File: src/bfa_pkg.sv
// shared constants, types and codes of the best-fit block allocator
package bfa_pkg;

   localparam int MAX_SEGMENTS_DEF = 64;
   localparam int HEADER_BYTES     = 24;
   localparam int BACKPTR_BYTES    = 8;

   localparam int OPCODE_W = 2;
   localparam int WORD_W   = 32;
   localparam int ALIGN_W  = 13;
   localparam int COUNT_W  = 7;
   localparam int CSR_IDX_W = 2;
   localparam int PAD_W    = 14;

   localparam logic [CSR_IDX_W-1:0] CSR_POOL   = 2'd0;
   localparam logic [CSR_IDX_W-1:0] CSR_ALIGN  = 2'd1;
   localparam logic [CSR_IDX_W-1:0] CSR_POLICY = 2'd2;

   typedef enum logic [1:0] {
      OP_ALLOC = 2'd0,
      OP_FREE  = 2'd1,
      OP_QUERY = 2'd2,
      OP_NONE  = 2'd3
   } opcode_type;

   typedef enum logic [1:0] {
      STS_OK       = 2'd0,
      STS_NOFIT    = 2'd1,
      STS_NOTFOUND = 2'd2,
      STS_NULLFREE = 2'd3
   } status_type;

   typedef enum logic [3:0] {
      S_INIT,
      S_IDLE,
      S_SCAN,
      S_DECIDE,
      S_SHIFT,
      S_WR_NEW,
      S_WR_PICK,
      S_WR_MERGE,
      S_STATS,
      S_DONE
   } state_type;

   typedef struct packed {
      logic [WORD_W-1:0] start;
      logic [WORD_W-1:0] size;
      logic              used;
      logic [WORD_W-1:0] payload;
   } seg_type;

   typedef struct packed {
      logic       init;
      logic       csr_we;
      logic       accept;
      logic       status_set;
      status_type status_code;
      logic       scan_start;
      logic       scan_run;
      logic       decide;
      logic       shift_start;
      logic       shift_run;
      logic       stats_start;
      logic       stats_run;
      logic       wr_new;
      logic       wr_pick;
      logic       wr_merge;
      logic       cnt_inc;
      logic       cnt_dec;
      logic       load_rsp;
   } cmd_type;

   typedef struct packed {
      logic sweep_done;
      logic found;
      logic is_alloc;
      logic split;
      logic merge_any;
      logic rsp_busy;
   } sts_type;

endpackage

File: src/bfa_ctrl.sv
// sequencer of the allocator: scan, split or merge, table shift and statistics pass
module bfa_ctrl (
   input  logic                           clock,
   input  logic                           reset,
   input  logic                           req_valid,
   output logic                           req_stall,
   input  logic [bfa_pkg::OPCODE_W-1:0]   req_opcode,
   input  logic [bfa_pkg::WORD_W-1:0]     req_free_address,
   input  logic                           csr_valid,
   output logic                           csr_ready,
   input  logic [bfa_pkg::CSR_IDX_W-1:0]  csr_index,
   output bfa_pkg::cmd_type               cmd,
   input  bfa_pkg::sts_type               sts
);
   import bfa_pkg::*;

   state_type state_ff;
   state_type state_in;

   always_ff @(posedge clock) begin
      if (reset) begin
         state_ff <= S_INIT;
      end else begin
         state_ff <= state_in;
      end
   end

   always_comb begin
      state_in  = state_ff;
      cmd       = '0;
      cmd.status_code = STS_OK;
      req_stall = 1'b1;
      csr_ready = 1'b0;
      unique case (state_ff)
         S_INIT: begin
            cmd.init = 1'b1;
            state_in = S_IDLE;
         end
         S_IDLE: begin
            csr_ready = 1'b1;
            req_stall = csr_valid;
            if (csr_valid) begin
               cmd.csr_we = 1'b1;
               if (csr_index == CSR_POOL) begin
                  state_in = S_INIT;
               end
            end else if (req_valid) begin
               cmd.accept     = 1'b1;
               cmd.status_set = 1'b1;
               if (opcode_type'(req_opcode) == OP_ALLOC ||
                   (opcode_type'(req_opcode) == OP_FREE && req_free_address != '0)) begin
                  cmd.scan_start = 1'b1;
                  state_in = S_SCAN;
               end else begin
                  if (opcode_type'(req_opcode) == OP_FREE) begin
                     cmd.status_code = STS_NULLFREE;
                  end
                  cmd.stats_start = 1'b1;
                  state_in = S_STATS;
               end
            end
         end
         S_SCAN: begin
            cmd.scan_run = 1'b1;
            if (sts.sweep_done) begin
               state_in = S_DECIDE;
            end
         end
         S_DECIDE: begin
            cmd.decide = 1'b1;
            if (!sts.found) begin
               cmd.status_set  = 1'b1;
               cmd.status_code = sts.is_alloc ? STS_NOFIT : STS_NOTFOUND;
               cmd.stats_start = 1'b1;
               state_in = S_STATS;
            end else if (!sts.is_alloc) begin
               state_in = S_WR_MERGE;
            end else if (sts.split) begin
               cmd.shift_start = 1'b1;
               state_in = S_SHIFT;
            end else begin
               state_in = S_WR_PICK;
            end
         end
         S_SHIFT: begin
            cmd.shift_run = 1'b1;
            if (sts.sweep_done) begin
               if (sts.is_alloc) begin
                  state_in = S_WR_NEW;
               end else begin
                  cmd.cnt_dec     = 1'b1;
                  cmd.stats_start = 1'b1;
                  state_in = S_STATS;
               end
            end
         end
         S_WR_NEW: begin
            cmd.wr_new  = 1'b1;
            cmd.cnt_inc = 1'b1;
            state_in = S_WR_PICK;
         end
         S_WR_PICK: begin
            cmd.wr_pick     = 1'b1;
            cmd.stats_start = 1'b1;
            state_in = S_STATS;
         end
         S_WR_MERGE: begin
            cmd.wr_merge = 1'b1;
            if (sts.merge_any) begin
               cmd.shift_start = 1'b1;
               state_in = S_SHIFT;
            end else begin
               cmd.stats_start = 1'b1;
               state_in = S_STATS;
            end
         end
         S_STATS: begin
            cmd.stats_run = 1'b1;
            if (sts.sweep_done) begin
               state_in = S_DONE;
            end
         end
         S_DONE: begin
            if (!sts.rsp_busy) begin
               cmd.load_rsp = 1'b1;
               state_in = S_IDLE;
            end
         end
         default: begin
            state_in = S_INIT;
         end
      endcase
   end

endmodule

File: config.mk
export PLATFORM = sky130hd
export DESIGN_NAME = bfa_ctrl
export DESIGN_NICKNAME = d
export VERILOG_FILES = /design/src/bfa_pkg.sv /design/src/bfa_ctrl.sv
export SDC_FILE = /design/constraint.sdc
export NUM_CORES = 1
export LEC_CHECK = 0
export BUFFER_PORTS_ARGS = -buffer_cell sky130_fd_sc_hd__buf_2
export CAP_MARGIN = 10
export CORE_AREA = 2 2 45 47
export DETAILED_ROUTE_END_ITERATION = 8
export DIE_AREA = 0 0 47 49
export HOLD_SLACK_MARGIN = 0.06
export MAX_ROUTING_LAYER = met4
export PLACE_DENSITY = 0.86
export SYNTH_ARGS = -nofsm -noshare
export SYNTH_HDL_FRONTEND = slang
export SYNTH_SLANG_ARGS = --single-unit
File: constraint.sdc
create_clock -name clock -period 3.1 [get_ports clock]
set_input_delay 0.465 -clock clock [delete_from_list [all_inputs] [get_ports clock]]
set_output_delay 0.465 -clock clock [all_outputs]
set_load 0.02 [all_outputs]
**After elaboration in Yosys (flattened, before gate mapping)**

Cells that the tools add are included.
Widths: inputs -> output; s select.

- $add $sub $neg: 0
- $mul: 0
- Divide/modulo/power cells: 0
- Magnitude comparators: 0
- Equal/unequal tests: 16
- Shift-type cells: 0
- Muxes and demuxes: 51
- Bitwise logic cells: 0
- Reductions and logical operators: 7

Operator list:

| operator | number |
|---|---|
| $mux 4 | 12 |
| $pmux 4 s10 | 1 |
| $reduce_bool 32->1 | 1 |
| $mux 1 | 27 |
| $eq 4x3->1 const B | 4 |
| $mux 2 | 5 |
| $mux 5 | 2 |
| $eq 4x2->1 const B | 2 |
| $eq 4x4->1 const B | 2 |
| $ne 2x2->1 const B | 4 |
| $ne 3x3->1 const B | 2 |
| $pmux 3 s2 | 1 |
| $reduce_and 6->1 | 1 |
| $pmux 1 s5 | 1 |
| $eq 4x1->1 const B | 1 |
| $logic_not 2->1 | 2 |
| $logic_not 4->1 | 1 |
| $mux 3 | 1 |
| $eq 2x1->1 const B | 1 |
| $pmux 1 s2 | 1 |
| $logic_and 1x1->1 | 1 |
| $logic_or 1x1->1 | 1 |

- Register bits after elaboration: 4
- Latch bits: 0
- Bits in writable memories: 0
- Memory bits (read-only): 0
- Input bits: 46
- Output and inout port bits: 21
- Word-level logic and storage cells: 75
- Memories kept: 0

**Longest topological paths before layout**

- Depth in word-level cells: 7
- Gate-level depth with buffers: 7
- Mapped depth without buffers: 5

**Worst setup path before layout**

No wires, ideal clock.

- Path kind: input to output
- Start: input req_free_address[1] (netlist bit)
- End: output cmd[13] (netlist bit)
- Arrival time: 1.743 ns
- Required time: 2.635 ns
- Slack: 0.892 ns
- Stages on the path: 5
- Buffers on the path: 0
- Path through: nor4b_1 -> nand4_1 -> or4_1 -> nor3_2 -> o21bai_1

RTL lines:

| what | RTL line | source |
|---|---|---|
| start: declaration | bfa_ctrl.sv:8 | `input logic [bfa_pkg::WORD_W-1:0] req_free_address,` |
| end: declaration | bfa_ctrl.sv:12 | `output bfa_pkg::cmd_type cmd,` |

==> results.toml <==
[clock_tree]
clkSlewWorstSetupHoldPaths_ns = 0.04
cts-root-buf = "clkbuf_4"
post-cts-setup-buffers = 0
cts_htree_levels = 1
cts_buffer_depth = 2
clock_latency_ns = 0.23
clock_sinks = 4
cts_buffers = 3
cts_resized = 0
cts_tree = "done"
ctsHoldBuffers = 0

[setup_path]
reg2reg_depth = 5
reg2reg_from = "state_ff[0]"
rr_endpoint = "state_ff[2]"
arrival_ns = 2.20
worst-setup-path-type = "flop to output port"
start_kind = "flop"
worstPathMaxFanout = 18
cp.required_ns = 2.63
endpoint_kind = "output port"
rrSetupSlack_ns = 1.20

[finish]
final_nets = 213
largest_reg_flops = 4
layout.cells.non_filler = 192
syn_to_final_growth_pct = 53.48
largestRegisters = "state_ff (4)"
diodes = 0
fin_util_pct = 55.37
drive_above_1_share_pct = 45.45
top_register = "state_ff"

[logic_synthesis]
synth-edff-count = 0
syn_inst = 102
yosys_warnings = 0
seq_area_frac_synth_pct = 12.05
synth-async-reset-ratio_pct = 0
synth-seq-cells = 4
synth_ff_type = "dfxtp_1"
synth_area_leaders = "dfxtp_1 12%, nand2_1 6.8%, nor2_1 6.8%"
synth_top_area_cell = "dfxtp_1"
synthTopCellsByCount = "12 x nand2_1, 12 x nor2_1, 7 x nor4_1, 6 x a21oi_1, 6 x inv_1"
syn-cell-area_um2 = 664.4
synth_cell_types = 37
avgSynthCellArea_um2 = 6.514
synth_top_cell_area_share_pct = 12.05
syn_nets = 148

[drt]
wirelength_mm = 2.266
drtAntennaViolNets = 0
wl_per_cell_um = 11.80
drc = 0
drt_pass1_iterations = 4
drt_iter0_drc = 25
viasPerCell = 5.391
vias = 1035

[timing]
finalSetupViolations = 0
period_minus_slack_ns = 2.663
slew_headroom_pct = 64.02
fin_crit_sh_pct = 85.89
fin_ws_ns = 0.4374
fmax_ghz = 0.3756
setup-tns-final_ns = 0
hold_viol_final = 0
rsz0062_at_grt = "false"
skew_ns = 0.003233
tightest_slew_ns = 0.5389
slew_violations = 0

[min_path]
whs_path_depth = 2
hold_path.startpoint = "reset"
hold_path_end = "state_ff[0]"
hold_class = "input port to flop"

[global_routing]
first_global_vias = 959
grt_start_max_net_pins = 19
grt_pass1_wl_mm = 3.829
grt_usage_pct = 22.15
overflow = 0
antenna_found_initial = 0

[job]
maxCapViolations = 0

[pwr]
p_leak_nw = 0.5138
powerDensity_mw_per_mm2 = 376.3
ir_drop_mv = 0.2857

[placement]
place_congestion = 0.8805
dp.cells = 189
dp_hpwl_mm = 1.951
preCtsSetupSlack_ns = 0.5902
io_buffers = 66

[floorplan]
ioPinCount = 67
rows = 16
die_y_um = 49
die_w_um = 47
coreArea_mm2 = 0.001842
die-area_mm2 = 0.002303
initial_core_util_pct = 36.07

[outcome]
outcome = "finished clean"
[layout make-up]
cell class              instances  area, um^2
multi-input cells              86       530.5
inverters                       6       22.52
well taps                      27       33.78
flip-flops and latches          4       80.08
clock buffers                   3       22.52
repair buffers                 66       330.3
fillers                       186       822.0
[through the flow]
stage	power, W	hold WS (ns)	area (um^2)
after floorplan	0.0002458	0.5341	664.4
after global placement	0.0003146	0.6815	997.2
after detailed placement	0.0003202	0.6794	997.2
after CTS	0.0003851	0.4344	1020
after global routing	0.0004180	0.4419	1020
final	0.0003837	0.4444	1020
[power by group]
part	internal, W	switching (W)	total, W
clock network	0.0000432	0.0000196	0.0000628
registers	0.0000606	0.0000352	0.0000958
logic	0.0000957	0.000129	0.000225
[kinds of logic (layout without fill, tap and decap cells)]
group                  Yosys count  count (layout)  share of synthesized area [%]
DFF                              4               4                          12.05
buffers and inverters           12              75                          8.098
and+or+nand+nor                 62              62                          52.92
AOI/OAI and AO/OA               24              24                          26.93
[per-layer routing]
| layer | vias to the layer above | global-route usage, % | part of all wire, % | wire (um) |
|---|---|---|---|---|
| met5 | - | - | 0 | 0 |
| met4 | 0 | 2.315 | 0 | 0 |
| met3 | 0 | 4.074 | 10 | 236 |
| met2 | 70 | 40.18 | 53 | 1200 |
| met1 | 459 | 25.00 | 37 | 828 |
| li1 | 506 | - | - | - |
[worst max-delay path by stage]
stage / slack, ns / to / cells after the start / from
6_report: 0.44 / cmd[14] / 6 / state_ff[0]
3_5_place_dp: 0.59 / cmd[14] / 7 / req_free_address[26]
4_1_cts: 0.45 / cmd[14] / 6 / state_ff[0]
5_1_grt: 0.21 / cmd[14] / 6 / state_ff[0]
2_1_floorplan: 0.89 / cmd[13] / 5 / req_free_address[1]
3_3_place_gp: 0.66 / cmd[14] / 7 / req_free_address[1]
[critical path, cell delays in order, from the launching register on]
cell	delay, ns
dfxtp_1	0.65
nand2b_1	0.31
nor4_4	0.29
nand2_1	0.18
nor3_2	0.20
o21bai_1	0.14
buf_2	0.19
[cells in the final DEF, fill, tap and decap left out, types with 2 or more instances in the layout]
cell type	instances
a21oi_1	6
nor3b_1	3
nand2_1	12
nor4_1	7
buf_2	66
nand2b_1	5
nand3_1	3
o31ai_1	3
nor2b_1	3
nor2_1	12
or3_1	2
dfxtp_1	4
inv_1	6
a211oi_1	2
nand4_1	3
o21bai_1	2
clkbuf_4	3
nor3_1	4
o21ai_0	2
Note: power is estimated with default switching activity, not from simulation.
